File: src/gho_pkg.sv
// shared types, constants and tables for the haversine odometer
package gho_pkg;

	localparam int CORDIC_ITERATIONS = 32;
	localparam int TAB_LEN = 48;
	localparam int ANG_W = 46;
	localparam int ITER_W = 6;
	localparam int QUEUE_DEPTH = 2;

	typedef logic signed [ANG_W-1:0] ang_t;
	typedef ang_t atan_tab_t [TAB_LEN];

	localparam logic [63:0] ONE_Q40 = 64'd1 << 40;
	localparam logic [63:0] QUARTER_PI_Q40 = 64'd863554413088;
	localparam logic [63:0] HALF_PI_Q40 = 64'd1727108826176;
	localparam logic [63:0] PI_Q40 = 64'd3454217652352;
	localparam logic [39:0] GAIN_INV_Q40 = 40'd667681663044;
	localparam logic [30:0] DEG7_TO_RAD = 31'd2012227627;
	localparam logic [30:0] TWO_RADIUS_CM = 31'd1274200000;
	localparam logic signed [30:0] LAT_LIMIT = 31'sd900000000;
	localparam logic signed [31:0] LON_LIMIT = 32'sd1800000000;
	localparam ang_t ONE_ANG = ang_t'(ONE_Q40);

	// register map, index is paddr[4:2]
	localparam logic [2:0] REG_BOX_LAT_LOW = 3'd0;
	localparam logic [2:0] REG_BOX_LAT_HIGH = 3'd1;
	localparam logic [2:0] REG_BOX_LON_LOW = 3'd2;
	localparam logic [2:0] REG_BOX_LON_HIGH = 3'd3;
	localparam logic [2:0] REG_TARGET = 3'd4;

	typedef struct packed {
		logic signed [30:0] box_lat_low;
		logic signed [30:0] box_lat_high;
		logic signed [31:0] box_lon_low;
		logic signed [31:0] box_lon_high;
		logic [31:0] target_distance;
	} cfg_t;

	typedef struct packed {
		logic signed [30:0] lat;
		logic signed [31:0] lon;
		logic inbox;
	} job_t;

	typedef struct packed {
		logic [30:0] step_distance;
		logic [31:0] total_distance;
		logic tracking;
		logic arrived;
	} res_t;

	// atan(2^-i) in q40, series summed in q62 then rounded
	function automatic atan_tab_t build_atan();
		atan_tab_t tab;
		logic [63:0] sum;
		logic [63:0] term;
		int sh;
		tab[0] = ang_t'(QUARTER_PI_Q40);
		for (int i = 1; i < TAB_LEN; i++) begin
			sum = '0;
			for (int k = 0; k < 32; k++) begin
				sh = i * (2 * k + 1);
				if (sh <= 62) begin
					term = (64'd1 << (62 - sh)) / 64'(2 * k + 1);
					if (k % 2 == 1)
						sum = sum - term;
					else
						sum = sum + term;
				end
			end
			tab[i] = ang_t'((sum + 64'd2097152) >> 22);
		end
		return tab;
	endfunction

	localparam atan_tab_t ATAN_TAB = build_atan();

	function automatic logic [40:0] clamp_q40(input ang_t v);
		if (v < 0)
			return '0;
		else if (v > ONE_ANG)
			return 41'(ONE_Q40);
		else
			return v[40:0];
	endfunction

endpackage

File: src/gho_cfg.sv
// apb configuration registers
module gho_cfg (
	input  logic              clk,
	input  logic              arst_n,
	input  logic              psel,
	input  logic              penable,
	input  logic              pwrite,
	input  logic [4:0]        paddr,
	input  logic [31:0]       pwdata,
	output logic [31:0]       prdata,
	output logic              pready,
	output gho_pkg::cfg_t     cfg
);

	gho_pkg::cfg_t cfg_q;
	logic wr_en;
	logic [2:0] idx;

	assign idx = paddr[4:2];
	assign wr_en = psel & penable & pwrite;
	assign pready = 1'b1;
	assign cfg = cfg_q;

	always_ff @(posedge clk or negedge arst_n) begin
		if (!arst_n) begin
			cfg_q.box_lat_low <= 31'sd300638560;
			cfg_q.box_lat_high <= 31'sd300639400;
			cfg_q.box_lon_low <= 32'sd312775410;
			cfg_q.box_lon_high <= 32'sd312776530;
			cfg_q.target_distance <= 32'd10000;
		end else if (wr_en) begin
			case (idx)
				gho_pkg::REG_BOX_LAT_LOW: cfg_q.box_lat_low <= pwdata[30:0];
				gho_pkg::REG_BOX_LAT_HIGH: cfg_q.box_lat_high <= pwdata[30:0];
				gho_pkg::REG_BOX_LON_LOW: cfg_q.box_lon_low <= pwdata;
				gho_pkg::REG_BOX_LON_HIGH: cfg_q.box_lon_high <= pwdata;
				gho_pkg::REG_TARGET: cfg_q.target_distance <= pwdata;
				default: ;
			endcase
		end
	end

	always_comb begin
		case (idx)
			gho_pkg::REG_BOX_LAT_LOW: prdata = {1'b0, cfg_q.box_lat_low};
			gho_pkg::REG_BOX_LAT_HIGH: prdata = {1'b0, cfg_q.box_lat_high};
			gho_pkg::REG_BOX_LON_LOW: prdata = cfg_q.box_lon_low;
			gho_pkg::REG_BOX_LON_HIGH: prdata = cfg_q.box_lon_high;
			gho_pkg::REG_TARGET: prdata = cfg_q.target_distance;
			default: prdata = '0;
		endcase
	end

endmodule

File: config.mk
export PLATFORM = sky130hd
export DESIGN_NAME = gho_cfg
export DESIGN_NICKNAME = d
export VERILOG_FILES = /design/src/gho_pkg.sv /design/src/gho_cfg.sv
export SDC_FILE = /design/constraint.sdc
export NUM_CORES = 1
export LEC_CHECK = 0
export BUFFER_PORTS_ARGS = -buffer_cell sky130_fd_sc_hd__buf_2
export CAP_MARGIN = 20
export CELL_PAD_IN_SITES_DETAIL_PLACEMENT = 0
export CELL_PAD_IN_SITES_GLOBAL_PLACEMENT = 1
export CORE_MARGIN = 2
export CORE_UTILIZATION = 44
export DETAILED_ROUTE_END_ITERATION = 10
export PLACE_DENSITY = 0.87
export SLEW_MARGIN = 10
export SYNTH_ARGS = -nofsm -noshare
export SYNTH_HDL_FRONTEND = slang
export SYNTH_SLANG_ARGS = --single-unit
File: constraint.sdc
create_clock -name clk -period 4.9 [get_ports clk]
set_clock_uncertainty 0.15 [all_clocks]
set_input_delay 0.98 -clock clk [delete_from_list [all_inputs] [get_ports clk]]
set_output_delay 0.98 -clock clk [all_outputs]
set_load 0.02 [all_outputs]
# == Word level (Yosys, flattened, before mapping) ==
# Index checks and enable logic that the tools add are counted.
# Widths: inputs -> output; s select.
# totals
in_bits,42
reg_bits,158
# op_classes
n_reduce_logical,6
n_mux,1
bitwise,2
eq_ne,4
# op_table
operator,n
$pmux 32 s5,1
$reduce_and 2->1,5
$eq 3x2->1 const B,2
$eq 3x1->1 const B,1
$eq 3x3->1 const B,1
$logic_not 3->1,1
$and 1x1->1,2

# == Depth between registers and ports, before layout ==
# depth
depth_word,3
ltp_mapped,6
mapped_depth_nobuf,3

# == Worst setup path before layout ==
# Ideal clock, no wire load.
# synth_path
path_kind,input to output
startpoint,input port paddr[2]
endpoint,output port prdata[0]
arrival_ns,2.169
slack_ns,1.601
n_path_buf,2
stages,5
required_ns,3.770
cell_sequence,buf_2 nor2b_1 clkbuf_1 a22oi_1 o21ai_0
# synth_between
elab_chain_cells,2
word_cells_on_any_way,6
# synth_rtl
element,line_no,text
from (decl),gho_cfg.sv:8,"input logic [4:0] paddr,"
"$eq 3x3->1, or another cell as far along",gho_cfg.sv:44,case (idx)
$pmux 32 s5 (*),gho_cfg.sv:44,
to (decl),gho_cfg.sv:10,"output logic [31:0] prdata,"
# Every way passes the cells marked *; elsewhere a longest branch is shown, timed or not.

# == Worst setup path in the final report ==
# Same ends and word-level chain as after synthesis.

==> impl_metrics.toml <==
[detailed_routing]
wirelength_um = 20800
vias_per_cell = 5.68
firstDrtPassIters = 5
drc = 0
drt-initial-drc-count = 265
wl_per_cell_um = 21.9
vias = 5409
detail-route-antenna-nets = 0

[worst_setup_path]
crit_path_top_delay_cell = "buf_2"
cp.arrival_ns = 2.87
critPathBufInv = 5
crit_path_end_kind = "output port"
crit_required_ns = 3.77
crit_path_max_incr_delay_ns = 0.49
cp_top_family = "buffers and inverters"
crit_type = "in -> out"
crit_chain = "buf_2 -> buf_4 -> inv_1 -> buf_4 -> a32oi_1 -> o21ai_0 -> buf_2"
crit_path_start_kind = "input pin"
worst-path-max-fanout = 31

[hold_path]
hold_path.class = "in -> async"

[timing]
fmaxAchievable_mhz = 250
rsz0062_at_grt = "no"
fin_crit_sh_pct = 81.7
worstMarginPinSlew_ns = 1.02
setup_violations = 0
maxSlewHeadroom_pct = 31.8
final-hold-violation-count = 0
tns_ns = 0
fin_crit_ns = 4.00
slew_violations = 0

[layout]
nets = 765
largest_reg_flops = 158
final_common_cell = "buf_2"
fin_util_pct = 57.9
drive_above_1_share_pct = 71.6
mostFrequentLayoutCells = "buf_2, mux2_2, dfrtp_1"
area_growth_pct = 27.5
diodes = 0

[power]
ir_drop_mv = 0.269
p_leak_nw = 4.50
power_density_nw_per_um2 = 473

[clocking]
clock_latency_ns = 0.41
post_cts_buffers = 0
clkTransAtPathRegs_ns = 0.06
clock-root-buffer = "clkbuf_16"
cts_sinks = 158
htree_levels = 4
post_cts_resized = 0
cts_inserted_buffers = 17
cts.hold.buffers_added = 0
clk_path_buf_depth = 2
cts_tree = "built"

[placement]
gp_congestion = 0.778
io_buffers = 229
dp_hpwl_um = 13800

[logic_synthesis]
ys_ff_latch = 158
synth_top_flop_cell = "dfrtp_1"
ys_warn_count = 0
synth_edf_count = 0
yosysSeqAreaShare_pct = 55.4
ys_types = 24
syn_nets = 542
syn_area_per_cell_um2 = 14.5
syn-cell-area_um2 = 7270
async_reset_ff_share_pct = 100
postSynthCellCount = 500

[grt]
grt_pass1_vias = 5774
grt_pass1_wl_um = 32700
antenna_found_initial = 0
grtUsageTotal_pct = 23.7
grt_max_degree = 123
grt-ovfl-total = 0

[flow_run]
drv_cap = 0

[floorplan]
rows = 46
num_io_pins = 233
coreArea_um2 = 16000
initial_core_util_pct = 45.4
die_w_um = 133
dieArea_um2 = 17600
fp.dieH_um = 133

[outcome]
status = "finished, final reports clean"
[cells by family (layout without fill, tap and decap cells)]
logic type / count (synthesis) / in the layout / synth area share [%]
and+or+nand+nor: 14 / 14 / 1.41
AOI/OAI and AO/OA: 94 / 94 / 9.23
muxes: 190 / 190 / 31.0
DFF: 158 / 158 / 55.4
other: 1 / 1 / 0.0516
buffers and inverters: 43 / 279 / 2.94
[worst paths after layout]
path	start	end	slack, ns	cells past startpoint
max in group asynchronous	arst_n	cfg[69]$_DFFE_PN1P_	2.96	3
worst min register to register	cfg[17]$_DFFE_PN0P_	cfg[17]$_DFFE_PN0P_	0.38	1
worst max-delay path	paddr[2]	prdata[0]	0.90	7
worst max register to register	cfg[96]$_DFFE_PN0P_	cfg[96]$_DFFE_PN0P_	3.92	1
min in group clk	cfg[17]$_DFFE_PN0P_	cfg[17]$_DFFE_PN0P_	0.38	1
worst min-delay path	arst_n	cfg[122]$_DFFE_PN0P_	0.37	1
[layout make-up]
cell class	count	area [µm²]
well taps	216	270
multi-input cells	299	3080
flip-flops and latches	158	4030
inverters	1	3.75
clock inverters	11	144
fillers	1339	6730
repair buffers	246	1300
clock buffers	21	440
[cell usage after synthesis, drive strengths merged (2+ instances only)]
library cell  number  area, µm²
a22oi             30        225
a32oi             31        272
and3               2       12.5
buf               25        146
clkbuf            17       63.8
dfrtp            100       2500
dfstp             58       1520
mux2             190       2250
nand2              2       7.51
nor2               3       11.3
nor2b              3       18.8
o21ai             31        155
[report_power, final]
group / switching (mW) / internal, mW / leakage (nW) / total, mW
combinational: 0.716 / 0.509 / 2.34 / 1.22
clock: 0.516 / 0.799 / 0.273 / 1.31
sequential: 0.208 / 1.63 / 1.88 / 1.84
[per-layer routing]
layer / GRT usage, % / vias up / part of all wire (%) / routed length (µm)
met1: 29.1 / 2800 / 41 / 8550
met3: 6.78 / 32 / 6.8 / 1410
li1: - / 2336 / - / -
met5: 0 / - / 0 / 0
met2: 40.0 / 241 / 50 / 10400
met4: 8.60 / 0 / 2.1 / 431
[stage by stage]
stage          hold WS (ns)  instances  worst slack [ns]  total power, mW  area (µm²)
3_3_place_gp          0.342        919             0.887             3.04        8650
6_report              0.371        952             0.895             4.38        9270
2_1_floorplan         0.479        500              1.60             2.59        7270
5_1_grt               0.398        952             0.806             4.57        9270
4_1_cts               0.382        951             0.875             4.41        9240
3_5_place_dp          0.359        919             0.873             3.08        8650
Note: power is estimated with default switching activity, not from simulation.
