==> src/gho_pkg.sv <==
// shared types, constants and tables for the haversine odometer
package gho_pkg;

	localparam int CORDIC_ITERATIONS = 32;
	localparam int TAB_LEN = 48;
	localparam int ANG_W = 46;
	localparam int ITER_W = 6;
	localparam int QUEUE_DEPTH = 2;

	typedef logic signed [ANG_W-1:0] ang_t;
	typedef ang_t atan_tab_t [TAB_LEN];

	localparam logic [63:0] ONE_Q40 = 64'd1 << 40;
	localparam logic [63:0] QUARTER_PI_Q40 = 64'd863554413088;
	localparam logic [63:0] HALF_PI_Q40 = 64'd1727108826176;
	localparam logic [63:0] PI_Q40 = 64'd3454217652352;
	localparam logic [39:0] GAIN_INV_Q40 = 40'd667681663044;
	localparam logic [30:0] DEG7_TO_RAD = 31'd2012227627;
	localparam logic [30:0] TWO_RADIUS_CM = 31'd1274200000;
	localparam logic signed [30:0] LAT_LIMIT = 31'sd900000000;
	localparam logic signed [31:0] LON_LIMIT = 32'sd1800000000;
	localparam ang_t ONE_ANG = ang_t'(ONE_Q40);

	// register map, index is paddr[4:2]
	localparam logic [2:0] REG_BOX_LAT_LOW = 3'd0;
	localparam logic [2:0] REG_BOX_LAT_HIGH = 3'd1;
	localparam logic [2:0] REG_BOX_LON_LOW = 3'd2;
	localparam logic [2:0] REG_BOX_LON_HIGH = 3'd3;
	localparam logic [2:0] REG_TARGET = 3'd4;

	typedef struct packed {
		logic signed [30:0] box_lat_low;
		logic signed [30:0] box_lat_high;
		logic signed [31:0] box_lon_low;
		logic signed [31:0] box_lon_high;
		logic [31:0] target_distance;
	} cfg_t;

	typedef struct packed {
		logic signed [30:0] lat;
		logic signed [31:0] lon;
		logic inbox;
	} job_t;

	typedef struct packed {
		logic [30:0] step_distance;
		logic [31:0] total_distance;
		logic tracking;
		logic arrived;
	} res_t;

	// atan(2^-i) in q40, series summed in q62 then rounded
	function automatic atan_tab_t build_atan();
		atan_tab_t tab;
		logic [63:0] sum;
		logic [63:0] term;
		int sh;
		tab[0] = ang_t'(QUARTER_PI_Q40);
		for (int i = 1; i < TAB_LEN; i++) begin
			sum = '0;
			for (int k = 0; k < 32; k++) begin
				sh = i * (2 * k + 1);
				if (sh <= 62) begin
					term = (64'd1 << (62 - sh)) / 64'(2 * k + 1);
					if (k % 2 == 1)
						sum = sum - term;
					else
						sum = sum + term;
				end
			end
			tab[i] = ang_t'((sum + 64'd2097152) >> 22);
		end
		return tab;
	endfunction

	localparam atan_tab_t ATAN_TAB = build_atan();

	function automatic logic [40:0] clamp_q40(input ang_t v);
		if (v < 0)
			return '0;
		else if (v > ONE_ANG)
			return 41'(ONE_Q40);
		else
			return v[40:0];
	endfunction

endpackage

==> src/gho_front.sv <==
// front end: takes fixes, classifies against the start box, queues jobs
module gho_front (
	input  logic               clk,
	input  logic               arst_n,
	input  gho_pkg::cfg_t      cfg,
	input  logic               push,
	output logic               full,
	input  logic signed [30:0] fix_lat,
	input  logic signed [31:0] fix_lon,
	output logic               job_valid,
	output gho_pkg::job_t      job,
	input  logic               job_pop
);

	gho_pkg::job_t mem_q [gho_pkg::QUEUE_DEPTH];
	logic wr_ptr_q;
	logic rd_ptr_q;
	logic [1:0] cnt_q;
	logic wr_en;
	logic rd_en;
	gho_pkg::job_t wr_job;

	assign full = (cnt_q == 2'(gho_pkg::QUEUE_DEPTH));
	assign job_valid = (cnt_q != 2'd0);
	assign job = mem_q[rd_ptr_q];
	assign wr_en = push & ~full;
	assign rd_en = job_pop & job_valid;

	always_comb begin
		wr_job.lat = fix_lat;
		wr_job.lon = fix_lon;
		// strictly inside the box on both axes
		wr_job.inbox = (fix_lat > cfg.box_lat_low) && (fix_lat < cfg.box_lat_high) &&
			(fix_lon > cfg.box_lon_low) && (fix_lon < cfg.box_lon_high);
	end

	always_ff @(posedge clk) begin
		if (wr_en)
			mem_q[wr_ptr_q] <= wr_job;
	end

	always_ff @(posedge clk or negedge arst_n) begin
		if (!arst_n) begin
			wr_ptr_q <= 1'b0;
			rd_ptr_q <= 1'b0;
			cnt_q <= 2'd0;
		end else begin
			if (wr_en)
				wr_ptr_q <= ~wr_ptr_q;
			if (rd_en)
				rd_ptr_q <= ~rd_ptr_q;
			if (wr_en && !rd_en)
				cnt_q <= cnt_q + 2'd1;
			else if (!wr_en && rd_en)
				cnt_q <= cnt_q - 2'd1;
		end
	end

endmodule

==> config.mk <==
export PLATFORM = sky130hd
export DESIGN_NAME = gho_front
export DESIGN_NICKNAME = d
export VERILOG_FILES = /design/src/gho_pkg.sv /design/src/gho_front.sv
export SDC_FILE = /design/constraint.sdc
export NUM_CORES = 1
export LEC_CHECK = 0
export ABC_AREA = 0
export BUFFER_PORTS_ARGS = -buffer_cell sky130_fd_sc_hd__clkbuf_2
export CORE_MARGIN = 4
export CORE_UTILIZATION = 30
export DETAILED_ROUTE_END_ITERATION = 12
export PLACE_DENSITY = 0.64
export REMOVE_ABC_BUFFERS = 1
export SETUP_SLACK_MARGIN = 0.1
export SYNTH_ARGS = -nofsm -noshare
export SYNTH_HDL_FRONTEND = slang
export SYNTH_SLANG_ARGS = --single-unit
export TNS_END_PERCENT = 30
==> constraint.sdc <==
create_clock -name clk -period 6.24 [get_ports clk]
set_clock_uncertainty 0.2 [all_clocks]
set_input_delay 0.624 -clock clk [delete_from_list [all_inputs] [get_ports clk]]
set_output_delay 0.624 -clock clk [all_outputs]
set_load 0.01 [all_outputs]
# Yosys cells after proc, flatten, opt, wreduce, memory -nomap -nowiden
# Memory sizes are Yosys's and may differ from the RTL's.
# Index checks and enable logic that the tools add are counted.
[word_totals]
ff_bits = 4
mem_bits_rw = 128
inputBits = 225
output_inout_bits = 66
elab_cells = 29
n_memories = 1
[classes]
add_sub_neg = 2
magnitude_cmp = 4
eq_ne = 1
mux = 4
bitwise_logic = 5
reduce_logical = 9
[memory_table]
columns = ["memory", "words", "width", "read_ports", "rd_ports_with_merged_regs", "write_ports", "line_no", "source"]
rows = [
  ["mem_q", 2, 64, 1, 0, 1, "gho_front.sv:15", "gho_pkg::job_t mem_q [gho_pkg::QUEUE_DEPTH];"],
]
[ops]
columns = ["cell", "n"]
rows = [
  ["$gt 32x32->1", 1],
  ["$lt 32x32->1", 1],
  ["$gt 31x31->1", 1],
  ["$lt 31x31->1", 1],
  ["$logic_and 1x1->1", 5],
  ["$mux 2", 2],
  ["$reduce_bool 2->1", 2],
  ["$not 1->1", 3],
  ["$add 2x1->2 const B", 1],
  ["$and 1x1->1", 2],
  ["$eq 2x2->1 const B", 1],
  ["$logic_not 1->1", 2],
  ["$mux 1", 2],
  ["$sub 2x1->2 const B", 1],
]

# Depth between registers and ports, before layout
[depth]
ltp_word = 7
ltp_mapped = 9
depth_no_buf = 9

# Least setup slack after synthesis
# Ideal clock, no wire load.
[synth_timing]
path_kind = "input-to-reg"
from = "input port push"
to = "memory mem_q[0][0] in the netlist's numbering (enable)"
setup_ns = 0.486
arrival_ns = 3.389
t_required_ns = 5.554
setup_slack_ns = 2.165
cell_stages = 2
path_buffers = 0
path_cell_list = "nand2_1 -> nor2_1"
[synth_between]
elab_chain_len = 3
[synth_rtl]
columns = ["item", "line_no", "source"]
rows = [
  ["start: declaration", "gho_front.sv:6", "input logic push,"],
  ["$and 1x1->1", "gho_front.sv:26", "assign wr_en = push & ~full;"],
  ["$mux 1", "gho_front.sv:38", "if (wr_en)"],
  ["$mux 1 (implied by the code)", "gho_front.sv:39", "mem_q[wr_ptr_q] <= wr_job;"],
  ["end: declaration", "gho_front.sv:15", ""],
]
# Every way passes these cells.

==> metrics.txt <==
status=finished, final reports clean; Tot Pwr=3.43 mW; crit-path max FO=65; Post-Syn Area per Cell=~12 µm²; antenna violations before repair=0; Root Buffer=clkbuf_16; overall routing resource usage=0.139; final net count=about 1.3k; cells resized by post-CTS repair=0; Final Max Tran Viols=0; drt drc=0; DP Wirelength=16000 µm; drt initial violations=about 190; Hold Slack=approximately 240 ps; Warnings, synthesis=0; worst r2r src=cnt_q[0]; WP data arrival=2110 ps; Die ar.=between 20000 and 30000 µm²; R2R Setup Slk=slightly above 4000 ps; Worst-Margin Slew=just over 1000 ps; worst path required time=approximately 5400 ps; final wirelength=between 20000 and 25000 µm; number of max-cap violations=0; via/cell ratio=4.61; final worst-path cycle share=0.470; share of layout cells above drive strength 1=0.389; Num CTS Buffers=17; largest net degree at the start of global routing=66; CP Capture Type=primary output; met2 Use GR=0.243; Ports=291; WHS Path Cells=1; RSZ-0062 raised after global routing=false; Die Height=171 µm; number of hold violations in the final report=0; H-tree Lvls=4; Port Buf Inserts=~260; RePlAce Congestion=approximately 0.85; fin crit period=between 2000 and 3000 ps; clk slew on worst S/H paths=approximately 70 ps; Pre-antenna DRT Iters=4; Post-CTS Setup Repair Bufs=0; Reg2Reg Depth=4; CTS tree=done; crit path capture=job[31]; ant diodes=0; Fmax=approximately 0.34 GHz; met3 Usage GRT=0.0293; row cnt=a little under 60; Die W=between 150 and 200 µm; synth top area cells=edfxtp_1 (48%), ha_1 (20%), mux2_2 (9.1%), inv_1 (6.0%), a21oi_1 (2.5%); Leak=approximately 5.0 nW; maximum vdd drop=between 0.15 and 0.2 mV; DR vias=5916; Clock Latency Late Sink=just over 400 ps; WL/cell=approximately 16 µm; clock buffer depth=2; Routed Antenna Nets=0; Post-synth EDFFs=about 130; cell taking the most area after synthesis=edfxtp_1; Setup CP Type=reg -> out; Reg-to-Reg End=mem_q[0][32]; fillcell total=about 2.6k; Seq/Total Area, Yosys=0.495; Clock Sinks=132; Worst Setup Start Kind=flip-flop; crit path from=rd_ptr_q; Hold Crit Class=in -> reg; Syn Inst Count=664; Initial Utilization=0.306; setup TNS after final layout=0 ps; Global Route met1 Usage=0.172; area grow syn2layout=29.4%; Post-synth ARST share=0.0303; total gr overflow=0; GRT busiest layer=met2; Max-slew headroom=0.313; PD cells=roughly 330 nW/µm²; core area=between 20000 and 30000 µm²; first-pass GRT wire length=a little over 30000 µm; Synth cell types=42; Final setup viols=0; post-synthesis sequential element count=roughly 130; number of global-route vias before repair=about 6k; Synth top area share=0.483; Mapped Area=between 7000 and 8000 µm²; Main synth FF type=edfxtp_1
## per-layer routing
metal	wire length [µm]	part of all wire	up-vias
met2	10300	0.50	154
met5	0	0	-
li1	-	-	2959
met1	8720	0.42	2781
met3	1180	0.057	22
met4	359	0.017	0
## final cells by class
cell class | instances | area [µm²] | share of cell area
sequential | 132 | 3950 | 0.383
multi-input combinational | 397 | 3520 | 0.342
timing repair buffer | 260 | 1310 | 0.127
inverter | 128 | 480 | 0.0466
clock buffer | 19 | 453 | 0.0440
tap | 335 | 419 | 0.0407
clock inverter | 13 | 171 | 0.0166
## sequential cells by signal, indices dropped and copies added (netlist names)
register and cells:
cnt_q 2, wr_ptr_q 1, rd_ptr_q 1, mem_q 128
## cells in the mapped netlist (2+ instances only)
master,n
edfxtp_1,128
inv_1,128
ha_1,125
mux2_2,64
a21oi_1,40
nand2_1,35
nor2_1,19
nand4_1,18
o21ai_0,14
a21o_1,10
nand3_1,9
a211oi_1,8
clkbuf_1,7
a221oi_1,4
and4_1,4
dfrtp_1,4
nor3_1,4
o211ai_1,3
o21ai_1,3
xnor2_1,3
xor2_1,3
a211o_1,2
a221oi_2,2
and3_1,2
nand2b_1,2
nor2b_1,2
nor3_2,2
nor4_1,2
nor4_2,2
o21a_1,2
o221ai_1,2
## cells by family after synthesis
| group | count (synthesis) | synth area share |
|---|---|---|
| compound gates | 97 | 0.0778 |
| xor+xnor | 6 | 0.00660 |
| flops | 132 | 0.495 |
| fa+ha+maj | 125 | 0.196 |
| buf+inv | 135 | 0.0636 |
| mux | 65 | 0.0924 |
| simple gates | 104 | 0.0679 |
## worst min-delay path by stage
stage                     start           end  slack [ps]
floorplan                arst_n      cnt_q[0]         130
global placement         arst_n      cnt_q[0]         240
CTS                 fix_lat[10]  mem_q[1][43]         220
global route        fix_lat[11]  mem_q[0][44]         220
detailed placement       arst_n      wr_ptr_q         240
finish              fix_lat[11]  mem_q[0][44]         240
## cells in the final DEF (no fill, tap or decap), drive strengths merged, types with 6 or more instances in the layout
cell type	count
clkbuf	277
inv	132
edfxtp	128
ha	125
mux2	65
a21oi	41
nand2	35
nor2	19
nand4	18
o21ai	17
a21o	10
nand3	9
a211oi	9
a221oi	6
nor3	6
## repair_timing
item	CTS	global route
hold buffers	1	0
hold endpoints to repair	4	0
setup endpoints to repair	0	0
## where the power goes
part	switching, mW	internal (mW)	leakage [nW]
registers	0.138	1.22	1.24
logic	0.538	0.476	3.43
clock network	0.405	0.657	0.301
## critical path, cell delays in order, from the launching register on
cell	delay [ps]
dfrtp_4	1080
mux2_2	420
clkbuf_2	150
## stage by stage
step	cell area [µm²]	instances	setup WS, ps	utilization
6_report	10300	1284	3310	0.395
5_1_grt	10300	1284	3180	0.395
4_1_cts	10300	1284	3250	0.395
3_5_place_dp	9670	1251	2990	0.371
3_3_place_gp	9670	1251	2950	0.371
2_1_floorplan	7940	657	2170	-
Power figures use the tool's default switching activity.
